[src/hdl/wbcs_pkg.sv]
// Shared types, constants and register codes of the weighted border color sampler.
package wbcs_pkg;

    localparam int DIM_BITS     = 10;
    localparam int CNT_BITS     = 8;
    localparam int LED_BITS     = 10;
    localparam int COL_BITS     = 8;
    localparam int WGT_BITS     = 16;
    localparam int PROD_BITS    = 24;
    localparam int WSUM_BITS    = 32;
    localparam int CSUM_BITS    = 40;
    localparam int SPAN_BITS    = 20;
    localparam int CFG_IDX_BITS = 3;
    localparam int MAX_LEDS_DEF = 1024;

    typedef enum logic [1:0] {
        ACT_PIXEL = 2'd0,
        ACT_FRAME = 2'd1,
        ACT_READ  = 2'd2,
        ACT_NONE  = 2'd3
    } t_action;

    localparam logic [CFG_IDX_BITS-1:0] REG_WIDTH  = 3'd0;
    localparam logic [CFG_IDX_BITS-1:0] REG_HEIGHT = 3'd1;
    localparam logic [CFG_IDX_BITS-1:0] REG_THICK  = 3'd2;
    localparam logic [CFG_IDX_BITS-1:0] REG_TOP    = 3'd3;
    localparam logic [CFG_IDX_BITS-1:0] REG_RIGHT  = 3'd4;
    localparam logic [CFG_IDX_BITS-1:0] REG_BOTTOM = 3'd5;
    localparam logic [CFG_IDX_BITS-1:0] REG_LEFT   = 3'd6;
    localparam logic [CFG_IDX_BITS-1:0] REG_SHIFT  = 3'd7;

    localparam logic [DIM_BITS-1:0] RST_WIDTH  = 10'd320;
    localparam logic [DIM_BITS-1:0] RST_HEIGHT = 10'd180;
    localparam logic [DIM_BITS-1:0] RST_THICK  = 10'd18;
    localparam logic [CNT_BITS-1:0] RST_TOP    = 8'd16;
    localparam logic [CNT_BITS-1:0] RST_RIGHT  = 8'd9;
    localparam logic [CNT_BITS-1:0] RST_BOTTOM = 8'd16;
    localparam logic [CNT_BITS-1:0] RST_LEFT   = 8'd9;
    localparam logic [LED_BITS-1:0] RST_SHIFT  = 10'd0;

    typedef struct packed {
        logic [DIM_BITS-1:0] width;
        logic [DIM_BITS-1:0] height;
        logic [DIM_BITS-1:0] thick;
        logic [CNT_BITS-1:0] top;
        logic [CNT_BITS-1:0] right;
        logic [CNT_BITS-1:0] bottom;
        logic [CNT_BITS-1:0] left;
        logic [LED_BITS-1:0] shift;
    } t_cfg;

    typedef struct packed {
        logic [WGT_BITS-1:0]  wgt;
        logic [PROD_BITS-1:0] prod_b;
        logic [PROD_BITS-1:0] prod_g;
        logic [PROD_BITS-1:0] prod_r;
    } t_pixel;

    typedef struct packed {
        logic                 tag;
        logic [WSUM_BITS-1:0] wsum;
        logic [CSUM_BITS-1:0] bsum;
        logic [CSUM_BITS-1:0] gsum;
        logic [CSUM_BITS-1:0] rsum;
    } t_entry;

endpackage

[src/hdl/wbcs_scan.sv]
// Region scanner: steps through the LEDs of each side and reports the regions holding a pixel.
module wbcs_scan #(
    parameter int MAX_LEDS = wbcs_pkg::MAX_LEDS_DEF,
    localparam int AW = $clog2(MAX_LEDS)
) (
    input  logic                          i_clk,
    input  logic                          i_rst_n,
    input  logic                          i_start,
    input  wbcs_pkg::t_cfg                i_cfg,
    input  logic [wbcs_pkg::DIM_BITS-1:0] i_x,
    input  logic [wbcs_pkg::DIM_BITS-1:0] i_y,
    input  logic                          i_hit_ready,
    output logic                          o_hit_valid,
    output logic [AW-1:0]                 o_hit_idx,
    output logic                          o_busy
);

    localparam int DB = wbcs_pkg::DIM_BITS;
    localparam int CB = wbcs_pkg::CNT_BITS;
    localparam int LB = wbcs_pkg::LED_BITS;
    localparam int SB = wbcs_pkg::SPAN_BITS;

    typedef enum logic [1:0] {SC_IDLE, SC_SETUP, SC_STEP} t_state;
    typedef enum logic [1:0] {SIDE_TOP, SIDE_RIGHT, SIDE_BOTTOM, SIDE_LEFT} t_side;

    t_state          r_state;
    t_side           r_side;
    logic [DB-1:0]   r_x, r_y;
    logic [CB-1:0]   r_k;
    logic [SB-1:0]   r_span, r_lo, r_hi;

    logic [CB-1:0]   w_n;
    logic [DB-1:0]   w_dim, w_p;
    logic            w_on, w_rev;
    logic [LB-1:0]   w_base;
    logic [DB-1:0]   w_min_dh, w_min_dw, w_w_band, w_h_band;
    logic [SB-1:0]   w_lo, w_next;
    logic            w_match, w_in_range, w_advance;
    logic [CB-1:0]   w_off;
    logic [LB-1:0]   w_idx;

    assign w_min_dh = (i_cfg.thick < i_cfg.height) ? i_cfg.thick : i_cfg.height;
    assign w_min_dw = (i_cfg.thick < i_cfg.width) ? i_cfg.thick : i_cfg.width;
    assign w_w_band = (i_cfg.width > i_cfg.thick) ? i_cfg.width - i_cfg.thick : '0;
    assign w_h_band = (i_cfg.height > i_cfg.thick) ? i_cfg.height - i_cfg.thick : '0;

    always_comb begin
        case (r_side)
            SIDE_TOP: begin
                w_n = i_cfg.top;  w_dim = i_cfg.width;  w_p = r_x;
                w_on = r_y < w_min_dh;  w_rev = 1'b0;  w_base = '0;
            end
            SIDE_RIGHT: begin
                w_n = i_cfg.right;  w_dim = i_cfg.height;  w_p = r_y;
                w_on = r_x >= w_w_band;  w_rev = 1'b0;  w_base = LB'(i_cfg.top);
            end
            SIDE_BOTTOM: begin
                w_n = i_cfg.bottom;  w_dim = i_cfg.width;  w_p = r_x;
                w_on = r_y >= w_h_band;  w_rev = 1'b1;
                w_base = LB'(i_cfg.top) + LB'(i_cfg.right);
            end
            default: begin
                w_n = i_cfg.left;  w_dim = i_cfg.height;  w_p = r_y;
                w_on = r_x < w_min_dw;  w_rev = 1'b1;
                w_base = LB'(i_cfg.top) + LB'(i_cfg.right) + LB'(i_cfg.bottom);
            end
        endcase
    end

    assign w_lo   = SB'(w_p) * SB'({w_n, 1'b0});
    assign w_next = r_span + SB'({w_dim, 1'b0});

    // The region starts at or before the pixel and ends after it, or it is a
    // single pixel wide and sits exactly on the pixel.
    assign w_match = ((r_span < r_hi) && (w_next >= r_hi)) ||
                     ((r_span < r_hi) && (r_span >= r_lo) &&
                      (w_next >= r_lo) && (w_next < r_hi));

    assign w_off      = w_rev ? (w_n - CB'(1) - r_k) : r_k;
    assign w_idx      = w_base + LB'(w_off);
    assign w_in_range = int'(w_idx) < MAX_LEDS;

    assign o_hit_valid = (r_state == SC_STEP) && w_match && w_in_range;
    assign o_hit_idx   = AW'(w_idx);
    assign o_busy      = r_state != SC_IDLE;
    assign w_advance   = !o_hit_valid || i_hit_ready;

    always_ff @(posedge i_clk) begin
        if (!i_rst_n) begin
            r_state <= SC_IDLE;
            r_side  <= SIDE_TOP;
        end else begin
            case (r_state)
                SC_IDLE: begin
                    if (i_start) begin
                        r_x     <= i_x;
                        r_y     <= i_y;
                        r_side  <= SIDE_TOP;
                        r_state <= SC_SETUP;
                    end
                end
                SC_SETUP: begin
                    if (w_on && (w_n != '0)) begin
                        r_lo    <= w_lo;
                        r_hi    <= w_lo + SB'({w_n, 1'b0});
                        r_span  <= SB'(w_n);
                        r_k     <= '0;
                        r_state <= SC_STEP;
                    end else if (r_side == SIDE_LEFT) begin
                        r_state <= SC_IDLE;
                    end else begin
                        r_side <= t_side'(r_side + 1'b1);
                    end
                end
                SC_STEP: begin
                    if (w_advance) begin
                        if (r_k == w_n - CB'(1)) begin
                            if (r_side == SIDE_LEFT) begin
                                r_state <= SC_IDLE;
                            end else begin
                                r_side  <= t_side'(r_side + 1'b1);
                                r_state <= SC_SETUP;
                            end
                        end else begin
                            r_k    <= r_k + CB'(1);
                            r_span <= w_next;
                        end
                    end
                end
                default: r_state <= SC_IDLE;
            endcase
        end
    end

endmodule

[config.mk]
export PLATFORM = sky130hd
export DESIGN_NAME = wbcs_scan
export DESIGN_NICKNAME = d
export VERILOG_FILES = /design/src/hdl/wbcs_pkg.sv /design/src/hdl/wbcs_scan.sv
export SDC_FILE = /design/constraint.sdc
export NUM_CORES = 1
export LEC_CHECK = 0
export BUFFER_PORTS_ARGS = -buffer_cell sky130_fd_sc_hd__buf_2
export CORE_MARGIN = 2
export CORE_UTILIZATION = 65
export CTS_CLUSTER_SIZE = 28
export DETAILED_ROUTE_END_ITERATION = 10
export PLACE_DENSITY = 0.86
export RECOVER_POWER = 25
export REMOVE_ABC_BUFFERS = 1
export SETUP_SLACK_MARGIN = 0.05
export SLEW_MARGIN = 15
export SYNTH_ARGS = -nofsm -noshare
export SYNTH_HDL_FRONTEND = slang
export SYNTH_SLANG_ARGS = --single-unit
[constraint.sdc]
create_clock -name i_clk -period 10.8 [get_ports i_clk]
set_input_delay 2.16 -clock i_clk [delete_from_list [all_inputs] [get_ports i_clk]]
set_output_delay 2.16 -clock i_clk [all_outputs]
set_load 0.01 [all_outputs]
# Word-level counts from Yosys, hierarchy flattened

Cells that the tools add are included.

Bits in registers: 90
Bits of input ports: 96
Output and inout port bits: 12
Word-level logic and storage cells: 99

Add/sub/neg operators: 11
Multiply operators: 1
Order comparisons: 13
Equal/unequal tests: 13
Multiplexer cells: 31
Reductions and logical operators: 22

Operators by type and width:

| kind                                          | count |
|---|---|
| two-way mux 10 bit                            | 6 |
| two-way mux 20 bit                            | 3 |
| >= comparator 20 x 19 -> 1 bit                | 2 |
| < comparator 10 bit                           | 4 |
| < comparator 20 bit                           | 2 |
| case mux 20 bit (2 select lines)              | 1 |
| two-way mux 8 bit                             | 4 |
| case mux 10 bit (3 select lines)              | 1 |
| case mux 8 bit (3 select lines)               | 1 |
| adder 19 x 9 -> 20 bit                        | 1 |
| adder 20 x 11 -> 20 bit                       | 1 |
| >= comparator 10 bit                          | 2 |
| >= comparator 20 bit                          | 1 |
| > comparator 10 bit                           | 2 |
| two-way mux 2 bit                             | 10 |
| subtractor 10 bit                             | 2 |
| multiplier 10 x 8 -> 18 bit                   | 1 |
| case mux 8 bit (2 select lines)               | 1 |
| case mux 2 bit (3 select lines)               | 2 |
| adder 10 x 8 -> 10 bit                        | 1 |
| adder 9 x 8 -> 10 bit                         | 1 |
| inequality test 2 bit (second input constant) | 5 |
| AND reduction 5 bit                           | 2 |
| adder 8 x 8 -> 9 bit                          | 1 |
| other kinds (21)                              | 34 |

# Depth between registers and ports, before layout

Depth after elaboration: 13
Depth in mapped cells: 26
Depth with buffers taken out: 23

# Worst setup path before layout

No wires, ideal clock.

Path kind: input-to-output
Start: input port i_cfg[27] (netlist bit)
End: output port o_hit_idx[9]
Arrival: 6.314 ns
Data required time: 8.640 ns
Setup slack: 2.326 ns
Stages: 21
Cells stage by stage: a222oi_1 -> nand2_1 -> o21ai_0 -> clkbuf_1 -> ha_1 -> inv_1 -> ha_1 -> nor2b_1 -> o21ai_0 -> a21boi_0 -> o21ai_0 -> a21oi_1 -> o21ai_0 -> nand3b_1 -> xnor2_1 -> ha_1 -> a21oi_1 -> a21oi_1 -> or4b_2 -> o2111a_1 -> a21oi_1

Cells in the longest elaborated chain, start to end: 5

RTL lines:

| element                         | line            | RTL |
|---|---|---|
| start, declared                 | wbcs_scan.sv:9  | `input wbcs_pkg::t_cfg i_cfg,` |
| case mux 8 bit (3 select lines) | wbcs_scan.sv:48 | `case (r_side)` |
| subtractor 8 x 1 -> 8 bit       | wbcs_scan.sv:79 | `assign w_off = w_rev ? (w_n - CB'(1) - r_k) : r_k;` |
| subtractor 8 bit                | wbcs_scan.sv:79 |  |
| two-way mux 8 bit               | wbcs_scan.sv:79 |  |
| adder 10 x 8 -> 10 bit *        | wbcs_scan.sv:80 | `assign w_idx = w_base + LB'(w_off);` |
| end, declared                   | wbcs_scan.sv:14 | `output logic [AW-1:0] o_hit_idx,` |

Mark *: on every way between the ends. The rest lies on a longest branch, timed or not.

# Worst setup path after layout

Start: input port i_cfg[26] (netlist bit)
End: output port o_hit_idx[9]

Same word-level chain as after synthesis.

==> impl_metrics.json <==
{
  "dp.cells": 1789,
  "ys_ff_latch": 89,
  "drtIter0Drc": 913,
  "max_cap_viol_count": 1,
  "grt_usage": 0.330,
  "ys.flop_type": "edfxtp_1",
  "crit_fanout": 16,
  "cp_cell_sequence": "buf_2 -> a222oi_1 -> a21o_1 -> ha_1 -> inv_1 -> ha_1 -> nor2b_1 -> o21ai_0 -> a21boi_0 -> o21ai_0 -> a21oi_1 -> o21ai_0 -> nand3b_1 -> xnor2_1 -> ha_1 -> a21oi_1 -> a21oi_1 -> or4b_2 -> o2111a_1 -> a21oi_1 -> buf_2",
  "place.gp.congestion": 0.931,
  "yosysTopAreaCell": "ha_1",
  "rsz0062_at_grt": "false",
  "cts.sinks": 89,
  "antennaDiodeCount": 0,
  "netlist_instances": 1444,
  "drive_gt1_frac": 0.103,
  "ys_top_cells_by_count": "ha_1 (228), inv_1 (181), nor2_1 (120), a21oi_1 (101), nand2_1 (92)",
  "placed_cell_area_mm2": 0.0135,
  "critPathMostFrequentCell": "a21oi_1",
  "cts_buffers": 9,
  "htree_levels": 3,
  "final_cell_area_mm2": 0.0138,
  "hold_violations": 0,
  "nNetsFinal": 1915,
  "hpwl_um": 26900,
  "critPathMaxStageDelay_ns": 0.61,
  "cp_num_buf_inv": 3,
  "crit_family": "compound AO/OA/AOI/OAI gates",
  "synth_cell_types": 68,
  "io_buffers": 97,
  "yosysMostFrequentCell": "ha_1",
  "cts_tree": "done",
  "critPathSlowestCell": "or4b_2",
  "worstMarginPinSlew_ns": 1.77,
  "synthTopCellsByArea": "ha_1 (22%), edfxtp_1 (20%), fa_1 (8.8%), inv_1 (5.4%), xnor2_1 (4.6%)",
  "dieArea_mm2": 0.0207,
  "critPathArrivalTime_ns": 6.93,
  "die_h_um": 144,
  "grt_max_degree": 43,
  "synth_edf_count": 85,
  "chipWidth_um": 144,
  "max_slew_margin": -0.182,
  "yosysTopAreaCellShare": 0.225,
  "stdcell_count": 1805,
  "grt_pass1_wl_um": 53400,
  "drt_pass1_iterations": 6,
  "placementRows": 51,
  "synth.avg_cell_area_um2": 8.79,
  "clk_pin_slew_ns": 0.06,
  "ctsHoldBuffers": 0,
  "critPathCaptureType": "output pin",
  "ys_warn_count": 0,
  "final.setup.tns_ns": 0,
  "holdWs_ns": 0.513,
  "critPathRequiredTime_ns": 8.64,
  "clk_path_buf_depth": 2,
  "start_util": 0.657,
  "period_share": 0.841,
  "clock_skew_ns": 0.00910,
  "violations": "max-capacitance violations, max-slew violations",
  "setup_viol": 0,
  "vias": 11200,
  "drc": 0,
  "antenna_left": 0,
  "area_growth_pct": 8.40,
  "viasPerCell": 6.18,
  "num_io_pins": 108,
  "gr-total-overflow": 0,
  "critical_path_class": "input pin to output pin",
  "fp.coreArea_mm2": 0.0193,
  "outcome": "complete, but fails checks",
  "drt_wl_total_um": 32900,
  "async_flop_share": 0,
  "post_cts_buffers": 0,
  "grt_pass1_vias": 11200,
  "fin_crit_ns": 9.09,
  "grt_antenna_before_repair": 0,
  "fmax_mhz": 110,
  "clk_latency_ns": 0.36,
  "slew_viol_final": 43,
  "ys_seq_area_frac": 0.207,
  "syn_area_mm2": 0.0127,
  "clockRootBuffer": "clkbuf_16",
  "hp-class": "flop to flop",
  "start_kind": "input pin",
  "cts_resized": 0,
  "wl_per_cell_um": 18.2
}
[worst paths after layout]
kind	slack, ns	cells past startpoint	end	start
setup / recovery	1.71	21	o_hit_idx[9]	i_cfg[26]
hold / removal	0.51	2	r_side[1]$_SDFFE_PN0P_	r_side[1]$_SDFFE_PN0P_
setup reg to reg	2.96	21	r_hi[18]$_DFFE_PP_	r_side[0]$_SDFFE_PN0P_
hold reg to reg	0.51	2	r_side[1]$_SDFFE_PN0P_	r_side[1]$_SDFFE_PN0P_
[layer usage]
| layer | wire length [um] | global-route usage | vias to the layer above |
|---|---|---|---|
| met5 | 0 | 0 | - |
| met3 | 2310 | 0.0580 | 81 |
| met2 | 15700 | 0.555 | 409 |
| met1 | 13800 | 0.416 | 5365 |
| met4 | 1170 | 0.143 | 0 |
| li1 | - | - | 5303 |
[worst min-delay path, cell delays in order (launching register included)]
cell and delay [ns]:
dfxtp_1 0.34, nand2_1 0.06, mux2i_1 0.06
[sequential cells by signal, indices dropped and copies added (netlist names)]
| signal | cells |
|---|---|
| r_state | 2 |
| r_side | 2 |
| r_y | 10 |
| r_span | 20 |
| r_x | 10 |
| r_hi | 19 |
| r_lo | 18 |
| r_k | 8 |
[final cells by class]
class	count	area [um2]
clock inverters	7	56.3
clock buffers	9	225
flip-flops and latches	89	2630
inverters	181	679
multi-input cells	1145	9270
fillers	1468	5580
repair buffers	109	567
well taps	265	332
[metrics by stage]
stage / util / worst slack [ns]
after floorplan: - / 2.28
after global placement: 0.698 / 1.80
after detailed placement: 0.698 / 1.78
after CTS: 0.712 / 1.76
after global routing: 0.712 / 1.27
final: 0.712 / 1.71
[cells by family after synthesis]
| group | synth area share |
|---|---|
| adders and majority gates | 0.313 |
| and+or+nand+nor | 0.160 |
| muxes | 0.0386 |
| xor gates and xnor gates | 0.0593 |
| buffers and inverters | 0.0627 |
| DFF | 0.207 |
| AOI/OAI and AO/OA | 0.159 |
[layout by cell type, fill, tap and decap left out, types with 12 or more instances in the layout]
master | netlist | final
nor2_1 | 120 | 119
xnor2_1 | 66 | 66
nand2b_1 | 29 | 29
nor3_1 | 24 | 24
nand2_1 | 92 | 92
o21ai_0 | 72 | 71
buf_2 | 0 | 93
edfxtp_1 | 85 | 85
a21oi_1 | 101 | 101
and2_1 | 20 | 17
xor2_1 | 20 | 20
inv_1 | 181 | 181
mux2i_1 | 40 | 40
or2_2 | 19 | 19
and3_1 | 13 | 13
nor2b_1 | 16 | 16
a21o_1 | 33 | 33
fa_1 | 56 | 56
ha_1 | 228 | 228
a211oi_1 | 12 | 12
nand3_1 | 32 | 32
nand4_1 | 19 | 19
Power is left out: the tool's default activity adds up to more than one toggle a clock period on the data nets, which glitch-free logic cannot reach.
