**src/hdl/wbcs_pkg.sv**
```systemverilog
// Shared types, constants and register codes of the weighted border color sampler.
package wbcs_pkg;

    localparam int DIM_BITS     = 10;
    localparam int CNT_BITS     = 8;
    localparam int LED_BITS     = 10;
    localparam int COL_BITS     = 8;
    localparam int WGT_BITS     = 16;
    localparam int PROD_BITS    = 24;
    localparam int WSUM_BITS    = 32;
    localparam int CSUM_BITS    = 40;
    localparam int SPAN_BITS    = 20;
    localparam int CFG_IDX_BITS = 3;
    localparam int MAX_LEDS_DEF = 1024;

    typedef enum logic [1:0] {
        ACT_PIXEL = 2'd0,
        ACT_FRAME = 2'd1,
        ACT_READ  = 2'd2,
        ACT_NONE  = 2'd3
    } t_action;

    localparam logic [CFG_IDX_BITS-1:0] REG_WIDTH  = 3'd0;
    localparam logic [CFG_IDX_BITS-1:0] REG_HEIGHT = 3'd1;
    localparam logic [CFG_IDX_BITS-1:0] REG_THICK  = 3'd2;
    localparam logic [CFG_IDX_BITS-1:0] REG_TOP    = 3'd3;
    localparam logic [CFG_IDX_BITS-1:0] REG_RIGHT  = 3'd4;
    localparam logic [CFG_IDX_BITS-1:0] REG_BOTTOM = 3'd5;
    localparam logic [CFG_IDX_BITS-1:0] REG_LEFT   = 3'd6;
    localparam logic [CFG_IDX_BITS-1:0] REG_SHIFT  = 3'd7;

    localparam logic [DIM_BITS-1:0] RST_WIDTH  = 10'd320;
    localparam logic [DIM_BITS-1:0] RST_HEIGHT = 10'd180;
    localparam logic [DIM_BITS-1:0] RST_THICK  = 10'd18;
    localparam logic [CNT_BITS-1:0] RST_TOP    = 8'd16;
    localparam logic [CNT_BITS-1:0] RST_RIGHT  = 8'd9;
    localparam logic [CNT_BITS-1:0] RST_BOTTOM = 8'd16;
    localparam logic [CNT_BITS-1:0] RST_LEFT   = 8'd9;
    localparam logic [LED_BITS-1:0] RST_SHIFT  = 10'd0;

    typedef struct packed {
        logic [DIM_BITS-1:0] width;
        logic [DIM_BITS-1:0] height;
        logic [DIM_BITS-1:0] thick;
        logic [CNT_BITS-1:0] top;
        logic [CNT_BITS-1:0] right;
        logic [CNT_BITS-1:0] bottom;
        logic [CNT_BITS-1:0] left;
        logic [LED_BITS-1:0] shift;
    } t_cfg;

    typedef struct packed {
        logic [WGT_BITS-1:0]  wgt;
        logic [PROD_BITS-1:0] prod_b;
        logic [PROD_BITS-1:0] prod_g;
        logic [PROD_BITS-1:0] prod_r;
    } t_pixel;

    typedef struct packed {
        logic                 tag;
        logic [WSUM_BITS-1:0] wsum;
        logic [CSUM_BITS-1:0] bsum;
        logic [CSUM_BITS-1:0] gsum;
        logic [CSUM_BITS-1:0] rsum;
    } t_entry;

endpackage

```
**src/hdl/wbcs_div.sv**
```systemverilog
// Restoring divider giving the rounded weighted mean of one color, one quotient bit a cycle.
module wbcs_div (
    input  logic                           i_clk,
    input  logic                           i_rst_n,
    input  logic                           i_start,
    input  logic [wbcs_pkg::CSUM_BITS-1:0] i_sum,
    input  logic [wbcs_pkg::WSUM_BITS-1:0] i_wgt,
    output logic                           o_done,
    output logic [wbcs_pkg::COL_BITS-1:0]  o_mean
);

    localparam int CS = wbcs_pkg::CSUM_BITS;
    localparam int WB = wbcs_pkg::WSUM_BITS;
    localparam int QB = wbcs_pkg::COL_BITS + 1;
    localparam int RB = CS + 2;

    logic            r_busy, r_done;
    logic [RB-1:0]   r_rem;
    logic [WB:0]     r_div;
    logic [QB-1:0]   r_q;
    logic [3:0]      r_j;

    logic [RB-1:0]   w_cand;
    logic            w_ge;

    assign w_cand = RB'(r_div) << r_j;
    assign w_ge   = r_rem >= w_cand;
    assign o_done = r_done;
    assign o_mean = r_q[QB-1] ? '1 : r_q[QB-2:0];

    always_ff @(posedge i_clk) begin
        if (!i_rst_n) begin
            r_busy <= 1'b0;
            r_done <= 1'b0;
        end else begin
            r_done <= 1'b0;
            if (i_start) begin
                r_rem  <= {1'b0, i_sum, 1'b0} + RB'(i_wgt);
                r_div  <= {i_wgt, 1'b0};
                r_q    <= '0;
                r_j    <= 4'(QB - 1);
                r_busy <= 1'b1;
            end else if (r_busy) begin
                if (w_ge) begin
                    r_rem <= r_rem - w_cand;
                end
                r_q <= {r_q[QB-2:0], w_ge};
                r_j <= r_j - 4'd1;
                if (r_j == 4'd0) begin
                    r_busy <= 1'b0;
                    r_done <= 1'b1;
                end
            end
        end
    end

endmodule

```
**config.mk**
```make
export PLATFORM = sky130hd
export DESIGN_NAME = wbcs_div
export DESIGN_NICKNAME = d
export VERILOG_FILES = /design/src/hdl/wbcs_pkg.sv /design/src/hdl/wbcs_div.sv
export SDC_FILE = /design/constraint.sdc
export NUM_CORES = 1
export LEC_CHECK = 0
export BUFFER_PORTS_ARGS = -buffer_cell sky130_fd_sc_hd__buf_2
export CAP_MARGIN = 30
export CORE_MARGIN = 4
export CORE_UTILIZATION = 40
export CTS_CLUSTER_SIZE = 12
export DETAILED_ROUTE_END_ITERATION = 10
export PLACE_DENSITY = 0.67
export SYNTH_ARGS = -nofsm -noshare
export SYNTH_HDL_FRONTEND = slang
export SYNTH_SLANG_ARGS = --single-unit
```
**constraint.sdc**
```tcl
create_clock -name i_clk -period 16.3 [get_ports i_clk]
set_input_delay 1.63 -clock i_clk [delete_from_list [all_inputs] [get_ports i_clk]]
set_output_delay 1.63 -clock i_clk [all_outputs]
set_load 0.05 [all_outputs]
```
---- After elaboration in Yosys (flattened, before gate mapping) ----
Index checks and enable logic that the tools add are counted.
operators by class
  reductions and logical operators ........ 7
  shift-type cells ........................ 1
  multiplexer cells ....................... 10
  bitwise logic cells ..................... 2
  order comparisons ....................... 1
  add/sub/neg operators ................... 3
operators with widths
  cell                                                                 number
  42-bit two-way mux                                                   3
  41-bit by 32-bit adder with 42-bit output                            1
  42-bit greater-or-equal comparator                                   1
  33-bit by 4-bit << shifter with 42-bit output                        1
  42-bit subtractor                                                    1
  9-bit two-way mux                                                    1
  8-bit two-way mux                                                    1
  4-bit logical NOT                                                    1
  1-bit two-way mux                                                    4
  4-bit two-way mux                                                    1
  2-bit AND reduction                                                  2
  2-bit nonzero test                                                   2
  4-bit by 1-bit subtractor with 4-bit output (second input constant)  1
  3-bit AND reduction                                                  1
  3-bit OR reduction                                                   1
  1-bit inverter                                                       2
storage, ports and cells
  flip-flop bits (word level) ............. 89
  output and inout port bits .............. 9

---- Logic depth before layout (Yosys ltp) ----
Gate-level depths: netlist of the first run.
  depth in word-level cells ............... 5
  mapped depth ............................ 19
  gate-level depth less buffers ........... 16

---- Worst setup path before layout of the first run ----
OpenSTA, ideal clock, no wires.
  kind .................................... register -> register
  start ................................... reg r_j[0]
  end ..................................... reg r_rem[10] (enable)
  period minus slack after synthesis ...... 5.803 ns
  data required time ...................... 15.836 ns
  library setup time ...................... 0.464 ns
  path buffers ............................ 4
  stages on the path, launching flop included .. 19
  slack ................................... 10.497 ns
  arrival ................................. 5.339 ns
  cell sequence ........................... edfxtp_1 > clkbuf_1 > buf_2 > buf_1 > a211oi_1 > a21oi_1 > mux2i_1 > or2_2 > ha_1 > buf_2 > nand2_1 > a21oi_1 > o31ai_1 > o211ai_1 > a21oi_1 > o21ai_1 > nor2b_1 > o21ai_1 > a31oi_1
on the way
  longest elaborated chain between the ends .. 4
RTL lines
  item                                           RTL line        RTL
  start, declared                                wbcs_div.sv:21  logic [3:0] r_j;
  start signal, assigned                         wbcs_div.sv:41  r_j <= 4'(QB - 1);
  start signal, assigned                         wbcs_div.sv:48  r_j <= r_j - 4'd1;
  33-bit by 4-bit << shifter with 42-bit output  wbcs_div.sv:26  assign w_cand = RB'(r_div) << r_j;
  42-bit greater-or-equal comparator             wbcs_div.sv:27  assign w_ge = r_rem >= w_cand;
  2-bit nonzero test (no line)                   --
  3-bit AND reduction (no line)                  --
  end signal, assigned                           wbcs_div.sv:38  r_rem <= {1'b0, i_sum, 1'b0} + RB'(i_wgt);
  end signal, assigned                           wbcs_div.sv:45  r_rem <= r_rem - w_cand;
  end, declared                                  wbcs_div.sv:18  logic [RB-1:0] r_rem;
No other way between the ends.
A chain may end at the register's enable or synchronous reset.

---- Worst setup path after layout of the first run ----
  start ................................... reg r_j[2]
  end ..................................... reg r_rem[12] (enable)
The elaborated chain is that of the path after synthesis.

==> out/results.ini, run 1 <==
[outcome]
outcome = finished clean

[synthesis]
yosysMostFrequentCell = nand2_1
synth-seq-area-share_pct = 29.6
synth.area.top_cells = edfxtp_1, ha_1, a21oi_1
yosysTopAreaCellShare_pct = 29.2
yosys_warnings = 0
synth_edf_count = 87
async_reset_ff_share_pct = 0
ys_ff_latch = 89
synthFlopType = edfxtp_1
syn_area_um2 = 8960
synthTopCellsByCount = nand2_1, a21oi_1, edfxtp_1, o21ai_0
syn_inst = 1023
ys_types = 71
synth_top_area_cell = edfxtp_1
avgSynthCellArea_um2 = 8.76
synthesis.nets = 1173

[critical_path]
end_kind = register
cp_slowest_cell = edfxtp_1
crit_required_ps = 16300
cp_max_fo = 41
cp_top_family = compound AO/OA/AOI/OAI gates
critPathKind = reg2reg
cp_data_arrival_time_ps = 5220
cp_slowest_stage_delay_ps = 1050
crit_path_start_kind = register
cpMostUsedCell = a21oi_1
path_cells = inv_2, nor3_1, a21oi_1, or2_2, ha_1, o21ai_0, a21oi_1, o31ai_1, o211ai_1, a21oi_1, o21ai_1, nor2b_1, o21ai_1, a31oi_4, buf_4
crit_buf_inv = 2

[sta]
fin_crit_ps = 5220
fin_ws_ps = 11080
finalCritPeriodShare_pct = 32.0
finalSetupViolations = 0
hold_viol_final = 0
rsz0062_at_grt = no
slew_viol_final = 0
clock-skew-final_ps = 9.29
worstMarginPinSlew_ps = 1060
setup-tns-final_ps = 0
maxSlewHeadroom_pct = 29.6
timing.fmax_mhz = 192

[drt]
totalWireLength_um = 24800
drtIter0Drc = 679
drc_errors = 0
dr.pass1.iters = 5
avgViaCountPerCell = 5.81
final_antenna_net_count = 0
dr_total_vias = 7898
wl_per_cell_um = 18.3

[placement]
gp_congestion = 0.959
dpl_cell_area_um2 = 9590
port-buffer-count = 83
placed_cells = 1345
place_ws_ps = 11240
place_hpwl_um = 19600

[cells_and_area]
area_growth_pct = 10.3
final_layout_size_suffix_gt1_share_pct = 15.6
fin_cells = 1360
final_area_um2 = 9880
n_antenna_cell = 0
layout.nets = 1226
nFillCells = 2102

[clock_tree]
clock_sinks = 89
cts_max_path_buffers = 2
ctsRootBufferMaster = clkbuf_16
cts_buffers = 9
cts-resized-gates = 0
cts_tree = built
cts_hold_buf = 0
clk_latency_ps = 360
post_cts_buffers = 0
cts-htree-levels = 3
cts.reportedPaths.clkPinSlew_ps = 70

[pwr]
ir_worst_vdd_mv = 0.0461
leakagePower_nw = 4.02
p_per_area_nw_per_um2 = 101
power_mw = 0.996

[grt]
grt_pass1_vias = 7445
gr-usage-all-layers_pct = 19.8
grt_pass1_wl_um = 39000
antenna_found_initial = 0
grt_max_degree = 54
grt_overflow_total = 0

[floorplanning]
core_um2 = 22000
start_util_pct = 40.8
num_rows = 54
die_y_um = 158
die_w_um = 158
dieArea_um2 = 24900
ios = 84

[hold_path]
holdCritPathClass = reg2reg

[job]
drv_cap = 0

[layer usage]
layer  vias up  part of all wire, %  GRT usage (%)
met5         -                    0              0
met1      3707                   48           28.7
li1       3911                    -              -
met2       249                   44           30.8
met3        31                  5.7           2.38
met4         0                  2.5           6.10
[cells in the final DEF, fill, tap and decap left out, drive strengths merged, types with 3 or more instances in the layout]
cell       n
mux2      12
nand2    122
inv       32
mux4      15
or2       17
nand4b     3
a21o      36
xor2      43
o31ai      6
a31oi     19
o21bai     9
and3       9
nor2      74
edfxtp    87
and2       6
a211oi    11
xnor2     32
nand2b    15
mux2i     32
o21ai     88
nand4     10
o21a      11
ha        74
nor4       3
a221oi     7
a2111oi    3
nand3     22
nor3      11
clkbuf     9
buf       89
o22ai      3
o211ai    16
a21oi    102
nor2b     19
[metrics by stage]
stage | utilization [%] | hold slack, ps
CTS | 45.0 | 456
global route | 45.0 | 484
detailed placement | 43.7 | 441
floorplan | - | 411
global placement | 43.7 | 429
finish | 45.0 | 456
[registers in the layout, summed over array words and instances (netlist names)]
name / count
o_done: 1
r_busy: 1
r_div: 32
r_j: 4
r_q: 9
r_rem: 42
[worst paths after layout]
| check | end | from | cells after the start | slack [ps] |
|---|---|---|---|---|
| worst max-delay path | r_rem[12] | r_j[2] | 15 | 11080 |
| worst min-delay path | o_done | r_busy | 2 | 460 |
| worst max register to register | r_rem[12] | r_j[2] | 15 | 11080 |
| worst min register to register | o_done | r_busy | 2 | 460 |
[layout make-up]
type                       count  area [µm²]  area share, %
inverter                      30         113           1.14
sequential                    89        2650           26.8
timing repair buffer          89         460           4.66
clock buffer                   9         225           2.28
tap                          280         350           3.54
clock inverter                 6        66.3          0.671
multi-input combinational    857        6020           60.9
[where the power goes]
group | internal (mW) | leakage [nW] | total, mW | switching [mW]
Sequential | 0.288 | 0.836 | 0.301 | 0.0133
Combinational | 0.187 | 3.04 | 0.479 | 0.292
Clock | 0.119 | 0.136 | 0.216 | 0.0976
Total | 0.594 | 4.02 | 0.996 | 0.402
[worst register-to-register path: cells and delay by family (launching register included)]
kind                       cells  cell delay, ps
buffers and inverters          2            1030
adders and majority gates      1             390
DFF                            1            1050
and+or+nand+nor                3             780
AOI/OAI and AO/OA              9            1580
[kinds of logic after synthesis]
logic type,Yosys count,synth area share (%)
DFF,89,29.6
buffers and inverters,77,3.41
adders and majority gates,75,10.6
AOI/OAI and AO/OA,329,23.7
muxes,59,8.85
xor gates and xnor gates,75,7.33
and+or+nand+nor,319,16.6
Note: power is estimated with default switching activity, not from simulation.
==> run 2, diff against run 1 <==
Settings changed: ABC_AREA set to 1, PLACE_DENSITY 0.67 to 0.66.
Clock period 16.3 ns to 5.2 ns, I/O delays scaled along.
==> run 2 against run 1 <==
  * Sequential power rose to 3.1 times the previous value
  * Clock power rose to 3.5 times the previous value
  * Non-clock buffer count rose by 4
  * Core utilization increased by 0.061 points
  * Final cell count rose by 63%
  * Worst hold slack lost 110 ps
  * Fmax rose by 19%
  * Global-route usage increased by 4.4 points
  * Clock-buffer cell count grew 1
  * Worst setup slack lost 10000 ps
  * Clock skew about the same
  * Largest cell class unchanged
==> out/results.ini, run 2 <==
[synthesis]
synth_top_family_by_area = simple AND/OR/NAND/NOR gates
ys_types = 48  ; -32%
synth.area.top_cells = edfxtp_1, nand2_1, inv_1
syn_inst = 1816  ; +78%
yosys-mux-area-fraction_pct = 1.29  ; -7.6 points
synthFlopType = edfxtp_1
syn_area_um2 = 10800  ; +21%
ys_ff_latch = 89  ; unchanged
yosys_warnings = 0  ; unchanged
synthAdderAreaFrac_pct = 8.74  ; -1.8 points
async_reset_ff_share_pct = 0  ; unchanged
synth_top_area_cell = edfxtp_1
synthTopCellsByCount = nand2_1, inv_1, nor2_1, o21ai_0, nand3_1
yosys.area_share.xor_xnor_pct = 0.567  ; -6.8 points
synthSimpleGateAreaFrac_pct = 40.9  ; +24 points
yosysTopAreaCellShare_pct = 24.1  ; -5.0 points
synthesis.nets = 1966  ; +68%
synth_edf_count = 87  ; unchanged
avgSynthCellArea_um2 = 5.96  ; -32%
synth-seq-area-share_pct = 24.5  ; -5.1 points
synth_compound_area_share_pct = 11.6  ; -12 points
yosysMostFrequentCell = nand2_1

[critical_path]
regToRegSetupSlack_ps = 820  ; -10260 ps
cp_data_arrival_time_ps = 4410  ; -810 ps
r2r_end = r_rem[26]
reg2reg_depth = 18  ; +3
crit_path_start_kind = register
cp_max_fo = 38  ; -7.3%
r2r_start = r_j[1]
end_kind = register
crit_required_ps = 5230  ; -11070 ps
critPathKind = reg2reg

[pwr]
leakagePower_nw = 6.33  ; +58%
ir_worst_vdd_mv = 0.126  ; +170%
p_per_area_nw_per_um2 = 310  ; +210%
power_mw = 3.68  ; +270%

[cells_and_area]
largest_register_ffs = 42  ; unchanged
area_growth_pct = 9.76
regMostFlops = r_rem
layout.nets = 2033  ; +66%
layout_commonest_cell = nand2_1
largestRegisters = r_rem x42, r_div x32, r_q x9
final_cell_mix = nand2_1, inv_1, nor2_1, o21ai_0, nand3_1
n_antenna_cell = 0  ; unchanged
final_layout_size_suffix_gt1_share_pct = 10.1  ; -5.6 points

[drt]
drc_errors = 0  ; unchanged
dr.pass1.iters = 6  ; +1
final_antenna_net_count = 0  ; unchanged
wl_per_cell_um = 15.9  ; -13%
avgViaCountPerCell = 5.24  ; -9.8%
dr_total_vias = 11600  ; +47%
drtIter0Drc = 1007  ; +48%
totalWireLength_um = 35500  ; +43%

[floorplanning]
die_y_um = 172  ; +9.4%
dieArea_um2 = 29700  ; +20%
start_util_pct = 41.1  ; +0.26 points
ios = 84  ; unchanged
core_um2 = 26400  ; +20%
die_w_um = 172  ; +9.4%
num_rows = 59  ; +9.3%

[hold_path]
holdPathEnd = r_div[25]
holdPathStages = 1  ; -1
holdCritPathClass = in2reg
worstHoldStart = i_wgt[24]

[sta]
fin_crit_ps = 4380  ; -843 ps
timing.fmax_mhz = 228  ; +19%
maxSlewHeadroom_pct = 35.8  ; +6.2 points
worstMarginPinSlew_ps = 962  ; -94.2 ps
clock-skew-final_ps = 9.69  ; +0.394 ps
setup-tns-final_ps = 0  ; unchanged
hold_viol_final = 0  ; unchanged
finalCritPeriodShare_pct = 84.2  ; +52 points
finalSetupViolations = 0  ; unchanged
slew_viol_final = 0  ; unchanged
rsz0062_at_grt = no

[grt]
grtUsageMet3_pct = 2.38  ; about the same
antenna_found_initial = 0  ; unchanged
met2_usage_pct = 39.1  ; +8.3 points
grt_overflow_total = 0  ; unchanged
grt_max_degree = 39  ; -28%
grt_pass1_vias = 10800  ; +45%
grt_pass1_wl_um = 56300  ; +44%
busiest_layer = met2
grtUsageMet1_pct = 34.8  ; +6.1 points
gr-usage-all-layers_pct = 24.2  ; +4.4 points

[placement]
place_hpwl_um = 29800  ; +52%
port-buffer-count = 83  ; unchanged
gp_congestion = 1.03  ; +7.2%

[clock_tree]
cts_max_path_buffers = 2  ; unchanged
clock_sinks = 89  ; unchanged
cts.reportedPaths.clkPinSlew_ps = 70  ; about the same
cts-htree-levels = 3  ; unchanged
cts-resized-gates = 0  ; unchanged
cts_buffers = 9  ; unchanged
cts_hold_buf = 0  ; unchanged
cts_tree = built
clk_latency_ps = 360  ; about the same
post_cts_buffers = 0  ; unchanged
ctsRootBufferMaster = clkbuf_16

[job]
drv_cap = 0  ; unchanged

[outcome]
outcome = finished clean

## run 2: cell count changes after synthesis, moves of 23 or more
cell	delta
nand3_1	+101
nor2_1	+64
xor2_1	-38
inv_1	+275
a21o_1	-31
o21ai_0	+53
nor2_2	+23
nand2_2	+31
nand2_1	+547
xnor2_1	-30
## run 2: area by class of cell
cell class | instances | area (µm²)
fill | 2829 | 14500
multi-input combinational | 1380 | 6830
sequential | 89 | 2650
inverter | 310 | 1160
timing repair buffer | 93 | 490
tap | 335 | 419
clock buffer | 10 | 229
clock inverter | 6 | 97.6
## run 2: worst max-delay path: stages, from the launching register on
cell and delay (ps):
edfxtp_1 360, buf_4 220, inv_1 700, o21ai_0 310, nand2_1 110, o21ai_0 170, o21ai_0 350, ha_1 260
nand2_2 90, nor2_2 210, nand2_1 120, nor3_1 310, nand3_1 140, nor2_1 110, nor2_1 70, nand2_1 70
nand2_1 50, nand2_1 70, buf_4 310
## run 2: worst max path at each step
stage               startpoint         to  slack, ps
global placement        r_j[1]  r_rem[32]        960
floorplan               r_j[0]  r_rem[10]       1560
finish                  r_j[1]  r_rem[26]        820
CTS                     r_j[1]  r_rem[26]        920
global route            r_j[1]  r_rem[28]        450
detailed placement      r_j[1]  r_rem[38]        930
## run 2: routing by layer
metal | part of all wire, % | routed length (µm) | vias up
met5 | 0 | 0 | -
met4 | 2.2 | 797 | 0
met3 | 7.5 | 2650 | 53
met2 | 45 | 15900 | 463
met1 | 45 | 16100 | 5231
li1 | - | - | 5899
## run 2: kinds of logic after synthesis
group                      after synthesis
muxes                                   14
AOI/OAI and AO/OA                      238
DFF                                     89
and+or+nand+nor                       1046
xor gates and xnor gates                 7
buffers and inverters                  347
adders and majority gates               75
## run 2: stage by stage
stage	setup WS, ps	utilization (%)	hold WS [ps]	instances	instance area (µm²)
floorplan	1560	-	450	1816	10800
global placement	957	43.8	480	2207	11600
detailed placement	934	43.8	488	2207	11600
CTS	923	45.1	338	2223	11900
global route	454	45.1	346	2223	11900
finish	821	45.1	344	2223	11900
## run 2: power breakdown
part           leakage [nW]  switching, mW  total [mW]  internal [mW]
clock                 0.160          0.319       0.749          0.430
combinational          5.33           1.37        1.99          0.615
sequential            0.845         0.0369       0.947          0.910
total                  6.33           1.73        3.68           1.95
==> run 3, diff against run 2 <==
Clock period 5.2 ns to 4.35 ns, I/O delays scaled along.
==> run 3 against run 2 <==
  * Largest cell class unchanged
  * Largest power group unchanged
  * Via count shrank 1.7%
  * Flip-flop and latch count stayed put
  * Core utilization grew 0.15 points
  * Wire length rose by 0.62%
  * Critical endpoint is now r_rem[34]
==> out/results.ini, run 3 (same netlist as run 2, synthesis figures left out) <==
[clock_tree]
cts_tree = built
clk_latency_ps = 370  ; about the same
clock_sinks = 89  ; unchanged
ctsRootBufferMaster = clkbuf_16
cts_hold_buf = 0  ; unchanged
cts-htree-levels = 3  ; unchanged
cts_max_path_buffers = 2  ; unchanged
cts.reportedPaths.clkPinSlew_ps = 80  ; about the same
cts_buffers = 9  ; unchanged

[critical_path]
r2r_end = r_rem[34]
reg2reg_depth = 20  ; +2
critPathKind = reg2reg
cp_max_fo = 38  ; unchanged
crit_required_ps = 4400  ; -830 ps
crit_path_start_kind = register
cp_data_arrival_time_ps = 4000  ; -410 ps
regToRegSetupSlack_ps = 400  ; -420 ps
r2r_start = r_j[0]
end_kind = register

[cells_and_area]
n_antenna_cell = 0  ; unchanged
final_layout_size_suffix_gt1_share_pct = 10.4  ; +0.30 points
regMostFlops = r_rem
final_cell_mix = nand2_1, inv_1, nor2_1, o21ai_0, nand3_1
nFillCells = 2806  ; -0.81%
layout_commonest_cell = nand2_1
largest_register_ffs = 42  ; unchanged
area_growth_pct = 10.1
largestRegisters = r_rem x42, r_div x32, r_q x9
fin_util_pct = 45.2  ; +0.15 points
layout.nets = 2036  ; +0.15%

[sta]
rsz0062_at_grt = no
clock-skew-final_ps = 8.93  ; -0.751 ps
fin_crit_ps = 3950  ; -426 ps
slew_viol_final = 0  ; unchanged
setup-tns-final_ps = 0  ; unchanged
maxSlewHeadroom_pct = 51.5  ; +16 points
timing.fmax_mhz = 253  ; +11%
hold_viol_final = 0  ; unchanged
worstMarginPinSlew_ps = 728  ; -234 ps
finalSetupViolations = 0  ; unchanged
finalCritPeriodShare_pct = 90.9  ; +6.7 points

[pwr]
leakagePower_nw = 6.35  ; +0.27%
p_per_area_nw_per_um2 = 366  ; +18%
clockPowerShare_pct = 19.8  ; -0.5 points
p_sw_share_pct = 47.5  ; +0.64 points
pwr-share-seq_pct = 25.9  ; +0.2 points
ir_worst_vdd_mv = 0.204  ; +62%
p_int_mw = 2.29  ; +17%
p_sw_mw = 2.07  ; +20%
p_comb_share_pct = 54.3  ; +0.3 points

[floorplanning]
dieArea_um2 = 29700  ; unchanged
die_y_um = 172  ; unchanged
ios = 84  ; unchanged
num_rows = 59  ; unchanged
die_w_um = 172  ; unchanged
start_util_pct = 41.1  ; unchanged
core_um2 = 26400  ; unchanged

[hold_path]
worstHoldStart = i_wgt[9]
holdPathEnd = r_div[10]
holdPathStages = 1  ; unchanged
holdCritPathClass = in2reg

[placement]
gp_congestion = 0.973  ; -5.3%
port-buffer-count = 83  ; unchanged
place_hpwl_um = 29700  ; -0.30%

[grt]
grt_max_degree = 39  ; unchanged
grt_pass1_vias = 10800  ; -0.15%
grt_overflow_total = 0  ; unchanged
grt_pass1_wl_um = 55900  ; -0.63%
antenna_found_initial = 0  ; unchanged
gr-usage-all-layers_pct = 24.2  ; about the same

[outcome]
outcome = finished clean

[drt]
drc_errors = 0  ; unchanged
final_antenna_net_count = 0  ; unchanged
dr_total_vias = 11500  ; -1.7%
totalWireLength_um = 35700  ; +0.62%
dr.pass1.iters = 6  ; unchanged
wl_per_cell_um = 16.0  ; +0.48%
drtIter0Drc = 872  ; -13%
avgViaCountPerCell = 5.14  ; -1.8%

[job]
drv_cap = 0  ; unchanged

## run 3: changes by cell type in the layout (fill, tap and decap cells not counted), sizes merged
cell	previous run	this run
buf	93	96
inv	312	314
bufinv	2	1
clkbuf	10	9
## run 3: layout make-up
| class | count | area, µm² | share of cell area [%] |
|---|---|---|---|
| Clock inverter | 7 | 81.3 | 0.682 |
| Clock buffer | 9 | 225 | 1.89 |
| Multi-Input combinational cell | 1380 | 6840 | 57.4 |
| Inverter | 310 | 1160 | 9.76 |
| Sequential cell | 89 | 2650 | 22.3 |
| Tap cell | 335 | 419 | 3.52 |
| Timing Repair Buffer | 96 | 538 | 4.51 |
## run 3: worst max-delay path: stages (launching register included)
cell and delay, ps:
edfxtp_1 380, inv_1 210, buf_12 190, nand2_1 60
nand2_1 60, inv_1 40, nand2_1 40, o21ai_0 120
nand2_1 90, o21ai_0 100, or2_2 310, ha_1 370
nand2_1 220, nor4_2 420, nand3_1 120, nor2_1 120
nor2_1 70, nand2_1 130, nand2_1 60, nand2_1 180
buf_12 270
## run 3: timing repair
action | 4_1_cts | 5_1_grt
resized for setup | 0 | 3
endpoints found under the hold margin | 0 | 0
buffers inserted | 0 | 0
setup endpoints to repair | 0 | 38
## run 3: power groups by stage
stage                     Combinational [mW]  Clock, mW  Sequential (mW)
after floorplan                         1.68          0             1.13
after global placement                  2.31          0             1.15
after detailed placement                2.33          0             1.15
after CTS                               2.34      0.873             1.13
after global routing                    2.69      0.904             1.14
final                                   2.37      0.865             1.13
## run 3: stage by stage
| step | hold slack (ps) | setup slack, ps | instance area, µm² | total power, mW | std cells |
|---|---|---|---|---|---|
| after floorplan | 450 | 706 | 10800 | 2.81 | 1816 |
| after global placement | 472 | 173 | 11600 | 3.46 | 2210 |
| after detailed placement | 481 | 143 | 11600 | 3.47 | 2210 |
| after CTS | 248 | 130 | 11900 | 4.34 | 2226 |
| after global routing | 249 | 115 | 11900 | 4.73 | 2226 |
| final | 255 | 397 | 11900 | 4.36 | 2226 |
## run 3: layer usage
layer  routed length [µm]  share of wire, %  global-route usage (%)  vias to the layer above
met5                    0                 0                       0                        -
met3                 2390               6.7                    3.61                       53
met1                16700                47                    34.3                     5115
li1                     -                 -                       -                     5910
met4                  963               2.7                    7.42                        0
met2                15600                44                    38.2                      374
## run 3: worst max path at each step
| stage | cells after the start | startpoint | slack [ps] | endpoint |
|---|---|---|---|---|
| after floorplan | 21 | r_j[0] | 710 | r_rem[10] |
| after global placement | 20 | r_j[0] | 170 | r_rem[39] |
| after detailed placement | 20 | r_j[0] | 140 | r_rem[39] |
| after CTS | 20 | r_j[0] | 130 | r_rem[33] |
| after global routing | 21 | r_j[0] | 110 | r_rem[33] |
| final | 20 | r_j[0] | 400 | r_rem[34] |
